**src/hdl/lr_pkg.sv**
```systemverilog
`default_nettype none

package lr_pkg;

  localparam int COORD_BITS = 12;
  localparam int DELTA_BITS = COORD_BITS + 1;
  localparam int ERR_BITS = COORD_BITS + 3;
  localparam int WIDTH_BITS = 13;
  localparam int ADDR_BITS = 24;
  localparam int MAC_BITS = (COORD_BITS + WIDTH_BITS + 1 > ADDR_BITS) ?
                            (COORD_BITS + WIDTH_BITS + 1) : ADDR_BITS;

  localparam logic [WIDTH_BITS-1:0] FRAME_WIDTH_RESET = WIDTH_BITS'(1024);

  localparam logic MODE_START = 1'b0;
  localparam logic MODE_ADVANCE = 1'b1;

  localparam int QUEUE_DEPTH = 4;
  localparam int QUEUE_PTR_BITS = $clog2(QUEUE_DEPTH);

  typedef struct packed {
    logic                  mode;
    logic [COORD_BITS-1:0] start_x;
    logic [COORD_BITS-1:0] start_y;
    logic [COORD_BITS-1:0] end_x;
    logic [COORD_BITS-1:0] end_y;
  } lr_request_t;

  typedef struct packed {
    logic [COORD_BITS-1:0] pixel_x;
    logic [COORD_BITS-1:0] pixel_y;
    logic [ADDR_BITS-1:0]  pixel_address;
    logic                  last_pixel;
  } lr_result_t;

  typedef struct packed {
    logic [COORD_BITS-1:0] x;
    logic [COORD_BITS-1:0] y;
    logic                  last;
  } lr_pixel_t;

  typedef struct packed {
    logic not_empty;
    logic full;
  } lr_queue_status_t;

endpackage

`default_nettype wire

```
**src/hdl/lr_front.sv**
```systemverilog
`default_nettype none

module lr_front import lr_pkg::*; (
  input  wire logic             clk,
  input  wire logic             rst,
  input  wire logic             request_valid,
  output logic                  request_stall,
  input  wire lr_request_t      request,
  input  wire lr_queue_status_t queue_status,
  output logic                  push,
  output lr_pixel_t             push_pixel
);

  logic [COORD_BITS-1:0] cur_x, cur_y, target_x, target_y;
  logic [COORD_BITS-1:0] cur_x_next, cur_y_next, target_x_next, target_y_next;
  logic signed [DELTA_BITS-1:0] delta_x, neg_delta_y;
  logic signed [DELTA_BITS-1:0] delta_x_next, neg_delta_y_next;
  logic step_x_neg, step_y_neg, step_x_neg_next, step_y_neg_next;
  logic signed [ERR_BITS-1:0] error_term, error_term_next;
  logic line_active, line_active_next;

  logic accept, is_start;
  logic [COORD_BITS-1:0] abs_dx, abs_dy, adv_x, adv_y;
  logic signed [ERR_BITS:0] twice, ndy_ext, dx_ext;
  logic signed [ERR_BITS-1:0] err_add_x, err_add_y;
  logic cond_x, cond_y, guard;

  assign request_stall = queue_status.full;
  assign accept = request_valid && !request_stall;
  assign is_start = (request.mode == MODE_START);

  always_comb begin
    abs_dx = (request.end_x >= request.start_x) ? (request.end_x - request.start_x)
                                                : (request.start_x - request.end_x);
    abs_dy = (request.end_y >= request.start_y) ? (request.end_y - request.start_y)
                                                : (request.start_y - request.end_y);
    twice = {error_term, 1'b0};
    ndy_ext = {{(ERR_BITS + 1 - DELTA_BITS){neg_delta_y[DELTA_BITS-1]}}, neg_delta_y};
    dx_ext = {{(ERR_BITS + 1 - DELTA_BITS){delta_x[DELTA_BITS-1]}}, delta_x};
    cond_x = (twice >= ndy_ext);
    cond_y = (twice <= dx_ext);
    guard = (cond_x && (cur_x == target_x)) || (cond_y && (cur_y == target_y));
    err_add_x = cond_x ? ndy_ext[ERR_BITS-1:0] : '0;
    err_add_y = cond_y ? dx_ext[ERR_BITS-1:0] : '0;
    adv_x = cond_x ? (step_x_neg ? cur_x - 1'b1 : cur_x + 1'b1) : cur_x;
    adv_y = cond_y ? (step_y_neg ? cur_y - 1'b1 : cur_y + 1'b1) : cur_y;

    cur_x_next = cur_x;
    cur_y_next = cur_y;
    target_x_next = target_x;
    target_y_next = target_y;
    delta_x_next = delta_x;
    neg_delta_y_next = neg_delta_y;
    step_x_neg_next = step_x_neg;
    step_y_neg_next = step_y_neg;
    error_term_next = error_term;
    line_active_next = line_active;
    push = 1'b0;

    if (accept && is_start) begin
      cur_x_next = request.start_x;
      cur_y_next = request.start_y;
      target_x_next = request.end_x;
      target_y_next = request.end_y;
      step_x_neg_next = !(request.start_x < request.end_x);
      step_y_neg_next = !(request.start_y < request.end_y);
      delta_x_next = {1'b0, abs_dx};
      neg_delta_y_next = -$signed({1'b0, abs_dy});
      error_term_next = ERR_BITS'($signed({1'b0, abs_dx})) -
                        ERR_BITS'($signed({1'b0, abs_dy}));
      push = 1'b1;
    end else if (accept && line_active) begin
      if (guard) begin
        line_active_next = 1'b0;
      end else begin
        cur_x_next = adv_x;
        cur_y_next = adv_y;
        error_term_next = error_term + err_add_x + err_add_y;
        push = 1'b1;
      end
    end

    push_pixel.x = cur_x_next;
    push_pixel.y = cur_y_next;
    push_pixel.last = (cur_x_next == target_x_next) && (cur_y_next == target_y_next);
    if (push) begin
      line_active_next = !push_pixel.last;
    end
  end

  always_ff @(posedge clk) begin
    if (rst) begin
      cur_x <= '0;
      cur_y <= '0;
      target_x <= '0;
      target_y <= '0;
      delta_x <= '0;
      neg_delta_y <= '0;
      step_x_neg <= 1'b0;
      step_y_neg <= 1'b0;
      error_term <= '0;
      line_active <= 1'b0;
    end else begin
      cur_x <= cur_x_next;
      cur_y <= cur_y_next;
      target_x <= target_x_next;
      target_y <= target_y_next;
      delta_x <= delta_x_next;
      neg_delta_y <= neg_delta_y_next;
      step_x_neg <= step_x_neg_next;
      step_y_neg <= step_y_neg_next;
      error_term <= error_term_next;
      line_active <= line_active_next;
    end
  end

  a_push_needs_accept: assert property (@(posedge clk) disable iff (rst)
    push |-> accept) else $error("push without accepted request");

  a_start_pushes: assert property (@(posedge clk) disable iff (rst)
    (accept && is_start) |-> push) else $error("start request gave no pixel");

  a_idle_advance_silent: assert property (@(posedge clk) disable iff (rst)
    (accept && !is_start && !line_active) |-> !push)
    else $error("advance with no line gave a pixel");

  a_last_ends_line: assert property (@(posedge clk) disable iff (rst)
    (push && push_pixel.last) |=> !line_active)
    else $error("line still active after endpoint");

endmodule

`default_nettype wire

```
**src/hdl/lr_queue.sv**
```systemverilog
`default_nettype none

module lr_queue import lr_pkg::*; (
  input  wire logic       clk,
  input  wire logic       rst,
  input  wire logic       push,
  input  wire lr_pixel_t  push_pixel,
  input  wire logic       pop,
  output lr_pixel_t       head,
  output lr_queue_status_t status
);

  lr_pixel_t entries [QUEUE_DEPTH];
  logic [QUEUE_PTR_BITS-1:0] wr_ptr, rd_ptr;
  logic [QUEUE_PTR_BITS:0] count;

  assign status.not_empty = (count != '0);
  assign status.full = (count == (QUEUE_PTR_BITS + 1)'(QUEUE_DEPTH));
  assign head = entries[rd_ptr];

  always_ff @(posedge clk) begin
    if (push) begin
      entries[wr_ptr] <= push_pixel;
    end
  end

  always_ff @(posedge clk) begin
    if (rst) begin
      wr_ptr <= '0;
      rd_ptr <= '0;
      count <= '0;
    end else begin
      if (push) begin
        wr_ptr <= wr_ptr + 1'b1;
      end
      if (pop) begin
        rd_ptr <= rd_ptr + 1'b1;
      end
      case ({push, pop})
        2'b10: count <= count + 1'b1;
        2'b01: count <= count - 1'b1;
        default: count <= count;
      endcase
    end
  end

endmodule

`default_nettype wire

```
**src/hdl/lr_back.sv**
```systemverilog
`default_nettype none

module lr_back import lr_pkg::*; (
  input  wire logic                  clk,
  input  wire logic                  rst,
  input  wire logic                  cfg_write_enable,
  input  wire logic [WIDTH_BITS-1:0] cfg_write_data,
  input  wire lr_queue_status_t      queue_status,
  input  wire lr_pixel_t             head,
  output logic                       pop,
  output logic                       result_valid,
  input  wire logic                  result_stall,
  output lr_result_t                 result
);

  logic [WIDTH_BITS-1:0] frame_width;
  logic [MAC_BITS-1:0] mac;

  assign pop = queue_status.not_empty && (!result_valid || !result_stall);
  assign mac = MAC_BITS'(head.y) * MAC_BITS'(frame_width) + MAC_BITS'(head.x);

  always_ff @(posedge clk) begin
    if (rst) begin
      frame_width <= FRAME_WIDTH_RESET;
    end else if (cfg_write_enable) begin
      frame_width <= cfg_write_data;
    end
  end

  always_ff @(posedge clk) begin
    if (rst) begin
      result_valid <= 1'b0;
    end else if (pop) begin
      result_valid <= 1'b1;
    end else if (!result_stall) begin
      result_valid <= 1'b0;
    end
  end

  always_ff @(posedge clk) begin
    if (pop) begin
      result.pixel_x <= head.x;
      result.pixel_y <= head.y;
      result.pixel_address <= mac[ADDR_BITS-1:0];
      result.last_pixel <= head.last;
    end
  end

endmodule

`default_nettype wire

```
**src/hdl/line_rasterizer_core.sv**
```systemverilog
// channel   | handshake                      | payload
// request   | request_valid / request_stall  | request (lr_request_t)
// result    | result_valid / result_stall    | result (lr_result_t)
// config    | cfg_write_enable               | cfg_write_data (frame_width)
//
// One request per cycle while request_stall is low; a pixel is held in a queue entry,
// then in the result register. Stepper state update and queue push share one cycle;
// the address multiply-add sits before the result register.
// rst is synchronous: no line active, frame_width 1024, queue and result empty.
// request_stall rises only when the four-entry pixel queue is full.
`default_nettype none

module line_rasterizer_core import lr_pkg::*; (
  input  wire logic                  clk,
  input  wire logic                  rst,
  input  wire logic                  request_valid,
  output logic                       request_stall,
  input  wire lr_request_t           request,
  output logic                       result_valid,
  input  wire logic                  result_stall,
  output lr_result_t                 result,
  input  wire logic                  cfg_write_enable,
  input  wire logic [WIDTH_BITS-1:0] cfg_write_data
);

  lr_queue_status_t queue_status;
  lr_pixel_t push_pixel, head;
  logic push, pop;

  lr_front u_front (
    .clk          (clk),
    .rst          (rst),
    .request_valid(request_valid),
    .request_stall(request_stall),
    .request      (request),
    .queue_status (queue_status),
    .push         (push),
    .push_pixel   (push_pixel)
  );

  lr_queue u_queue (
    .clk       (clk),
    .rst       (rst),
    .push      (push),
    .push_pixel(push_pixel),
    .pop       (pop),
    .head      (head),
    .status    (queue_status)
  );

  lr_back u_back (
    .clk             (clk),
    .rst             (rst),
    .cfg_write_enable(cfg_write_enable),
    .cfg_write_data  (cfg_write_data),
    .queue_status    (queue_status),
    .head            (head),
    .pop             (pop),
    .result_valid    (result_valid),
    .result_stall    (result_stall),
    .result          (result)
  );

endmodule

`default_nettype wire

```
**config.mk**
```make
export PLATFORM = sky130hd
export DESIGN_NAME = line_rasterizer_core
export DESIGN_NICKNAME = d
export VERILOG_FILES = /design/src/hdl/lr_pkg.sv /design/src/hdl/lr_front.sv /design/src/hdl/lr_queue.sv /design/src/hdl/lr_back.sv /design/src/hdl/line_rasterizer_core.sv
export SDC_FILE = /design/constraint.sdc
export NUM_CORES = 1
export LEC_CHECK = 0
export CAP_MARGIN = 20
export CORE_UTILIZATION = 45
export CTS_BUF_LIST = sky130_fd_sc_hd__clkbuf_8
export DETAILED_ROUTE_END_ITERATION = 8
export DONT_BUFFER_PORTS = 1
export PLACE_DENSITY = 0.68
export SYNTH_ARGS = -nofsm -noshare
export SYNTH_HDL_FRONTEND = slang
export SYNTH_SLANG_ARGS = --single-unit
```
**constraint.sdc**
```tcl
create_clock -name clk -period 17.6 [get_ports clk]
set_input_delay 3.52 -clock clk [delete_from_list [all_inputs] [get_ports clk]]
set_output_delay 3.52 -clock clk [all_outputs]
set_load 0.005 [all_outputs]
```
==> reports/results.txt <==
HPWL Detailed: 42520 um
Nets@finish: 2641
Commonest non-fill, non-tap cells in the layout: 352 x inv_1, 239 x nand2_1, 195 x ha_1, 149 x edfxtp_1, 141 x fa_1
Synth Area per Inst: 9.534 sq um
P_leak: 10.21 nW
CP max FO: 20
Commonest non-fill, non-tap cell in the layout: inv_1
CP Capture Type: flip-flop
Seq cells post-synth: 263
Reg power frac: 25.6%
Arrival time worst endpoint: 8.60 ns
Layout cells sized above 1: 5.846%
Post-route insts no fill: 2883
Inserted Clock Buffers: 47
Clk_lat worst skew: 0.62 ns
Slowest CP cell: a21o_1
First-pass DRT Iterations: 5
Max-cap viol count: 0
# resized after CTS: 0
Die height: 220.9 um
Synthesized Nets: 2665
Worst-path clk slew: 0.06 ns
Unrepaired setup endpoints after global routing: no
Power density over cell area: 172.8 nW/um^2
Antenna-violating nets left: 0
Placed cells: 2796
Clk_skew: 0.02880 ns
Slew margin rel.: 38.20%
DIE WIDTH: 220.9 um
Crit Path Class: input port to flip-flop
Die area: 48800 sq um
Initial antenna violation count: 0
CP most frequent cell: o21ai_0
Worst Tran Pin Value: 0.9173 ns
Max-slew violation count: 0
GRT Total Usage: 22.64%
Period utilisation layout: 45.81%
Worst R2R Setup Slack: 10.44 ns
CTS Buffer Depth: 3
Max VDD drop: 0.0001426 V
Detailed Route WL: 54500 um
Synthesized instance count: 2262
First-pass GRT wire length: 87660 um
Top_reg_cell synth: edfxtp_1
CP Buf/Inv Count: 2
H-tree lvl count: 2
# hold bufs at CTS: 0
Vias in the first global route: 16290
Fmax: 124.0 MHz
Seq/Total Area, Yosys: 31.33%
Layout area overhead: 6.968%
Initial core utilization: 45.93%
Min-delay src: u_front.target_x[11]
Pint: 2.212 mW
Area after DPL: 22130 sq um
Fin Setup TNS: 0 ns
Clock power frac: 14.6%
Net switching power: 1.774 mW
Final setup fails: 0
Residual DRC count: 0
Async set or reset register ratio after synthesis: 0%
Logic pwr share: 59.8%
Crit-path max cell delay: 0.47 ns
Fin. Hold Viols: 0
CORE AREA: 46950 sq um
Worst Path Required: 18.14 ns
Filler cell count in the final layout: 4318
Routability cong.: 0.9253
Vias post-DR: 16000
Status: finished clean
Hold Path Class: flip-flop to flip-flop
Post-CTS setup buffer count: 0
CTS tree: done
Ys Warns: 0
Worst path cell trace: inv_1 -> ha_1 -> inv_1 -> fa_1 -> a21o_1 -> a211oi_1 -> o221ai_1 -> a21o_1 -> mux2_2 -> o21ai_0 -> nand2_1 -> xor2_1 -> ha_1 -> o21ai_0 -> a21boi_0 -> o21ai_0 -> a21boi_0 -> o21ai_0 -> a21boi_0 -> o21ai_0 -> nand2b_1 -> a31o_2 -> a311oi_1
Post-synth EDFFs: 149
Clock Tree Root: clkbuf_8
GRT overflow: 0
Vias/cell: 5.550
Design area: 23070 sq um
Minimum clock period: 8.062 ns
CP Launch Point: request[12]
DR iter-0 viols: 1017
I/O Pins: 118
Synthesized area: 21570 sq um
Number of distinct library cells after synthesis: 77
WL/cell: 18.90 um
Pin count of the biggest net entering global routing: 96
Pwr Total: 3.986 mW
Sw Ratio: 44.50%
CTS sink count: 263
Cell family with most CP delay: compound AO/OA/AOI/OAI gates
Util after Layout: 49.13%
Number of buffers added on ports: 0
# rows: 79
Startpoint types: input port
[power groups by stage]
stage / combinational, mW / sequential [mW] / clock [mW]
after global placement: 2.33 / 1.03 / 0
after detailed placement: 2.40 / 1.04 / 0
after global routing: 2.75 / 1.04 / 0.628
after CTS: 2.41 / 1.02 / 0.600
final: 2.38 / 1.02 / 0.583
after floorplan: 1.89 / 0.988 / 0
[through the flow]
step	setup WS (ns)	hold slack [ns]
after global placement	9.080	0.4557
after CTS	9.667	0.4720
after global routing	9.070	0.4970
after detailed placement	9.015	0.4633
after floorplan	9.824	0.4451
final	9.538	0.4758
[routing by layer]
metal | vias to the layer above | global-route usage, % | wire length, um
li1 | 7576 | - | -
met1 | 7833 | 29.33 | 23590
met2 | 504 | 37.52 | 25560
met3 | 87 | 4.608 | 3710
met4 | 0 | 8.076 | 1642
met5 | - | 0 | 0
[worst reg2reg max path, delay by kind of cell, from the launching register on]
kind	cells	cell delay [ns]
AO/OA/AOI/OAI	10	2.28
XOR/XNOR	1	0.08
adder cells (fa/ha/maj)	7	2.54
buffers and inverters	2	0.09
flip-flops	1	0.93
multiplexers	1	0.76
AND/OR/NAND/NOR	1	0.25
[synthesized netlist by cell type, types with 12 or more instances]
master    count  area share (%)
a31oi_1      13            0.38
and2_1      106             3.1
mux2i_1      50             2.3
a211oi_1     39             1.4
xnor2_1     101             4.1
o21ai_0      74             1.7
a21o_1       35             1.2
nand4_1      18            0.52
a21oi_1     116             2.7
nand3_1      38            0.88
xor2_1       49             2.0
dfxtp_1     114              11
fa_1        141              13
edfxtp_1    149              21
o21bai_1     12            0.42
or3_1        13            0.38
clkbuf_1     77             1.3
nor2b_1      17            0.49
nor3_1       29            0.67
inv_1       335             5.8
nor2_1      111             1.9
ha_1        195              11
mux4_2       25             2.6
nand2_1     239             4.2
nand2b_1     13            0.38
[area by class of cell]
| cell class | count | area (sq um) | area share [%] |
|---|---|---|---|
| Antenna cell | 1 | 2.502 | 0.01085 |
| Clock buffer | 49 | 674.4 | 2.923 |
| Clock inverter | 37 | 266.5 | 1.155 |
| Inverter | 336 | 1261 | 5.467 |
| Multi-Input combinational cell | 1574 | 13230 | 57.34 |
| Sequential cell | 263 | 6758 | 29.29 |
| Tap cell | 607 | 759.5 | 3.292 |
| Timing Repair Buffer | 16 | 120.1 | 0.5207 |
[cells by family (layout without fill, tap and decap cells)]
logic type	Yosys count	after routing	synth area share (%)
simple gates	623	623	13.88
buf+inv	425	438	7.438
compound gates	384	384	11.62
fa+ha+maj	336	336	24.40
flops	263	263	31.33
xor+xnor	150	150	6.092
mux	81	81	5.245
other cells	0	1	0
[flip-flops by register name, indices dropped and copies added, names as in the netlist, named ones only]
name / count
u_front.cur_y: 12
u_front.line_active: 1
u_back.result_valid: 1
u_queue.rd_ptr: 2
u_back.frame_width: 13
u_front.step_y_neg: 1
u_front.step_x_neg: 1
u_front.target_y: 12
u_queue.entries: 100
u_front.delta_x: 12
u_front.target_x: 12
u_queue.wr_ptr: 2
u_back.result: 49
u_front.error_term: 15
u_front.neg_delta_y: 13
u_front.cur_x: 12
u_queue.count: 3
[path summary, 6_finish.rpt]
kind / end / cells after the start
setup reg to reg: u_back.result[24] / 22
hold / removal: u_front.target_x[11] / 2
hold reg to reg: u_front.target_x[11] / 2
setup / recovery: u_front.error_term[14] / 23
Power figures use the tool's default switching activity.
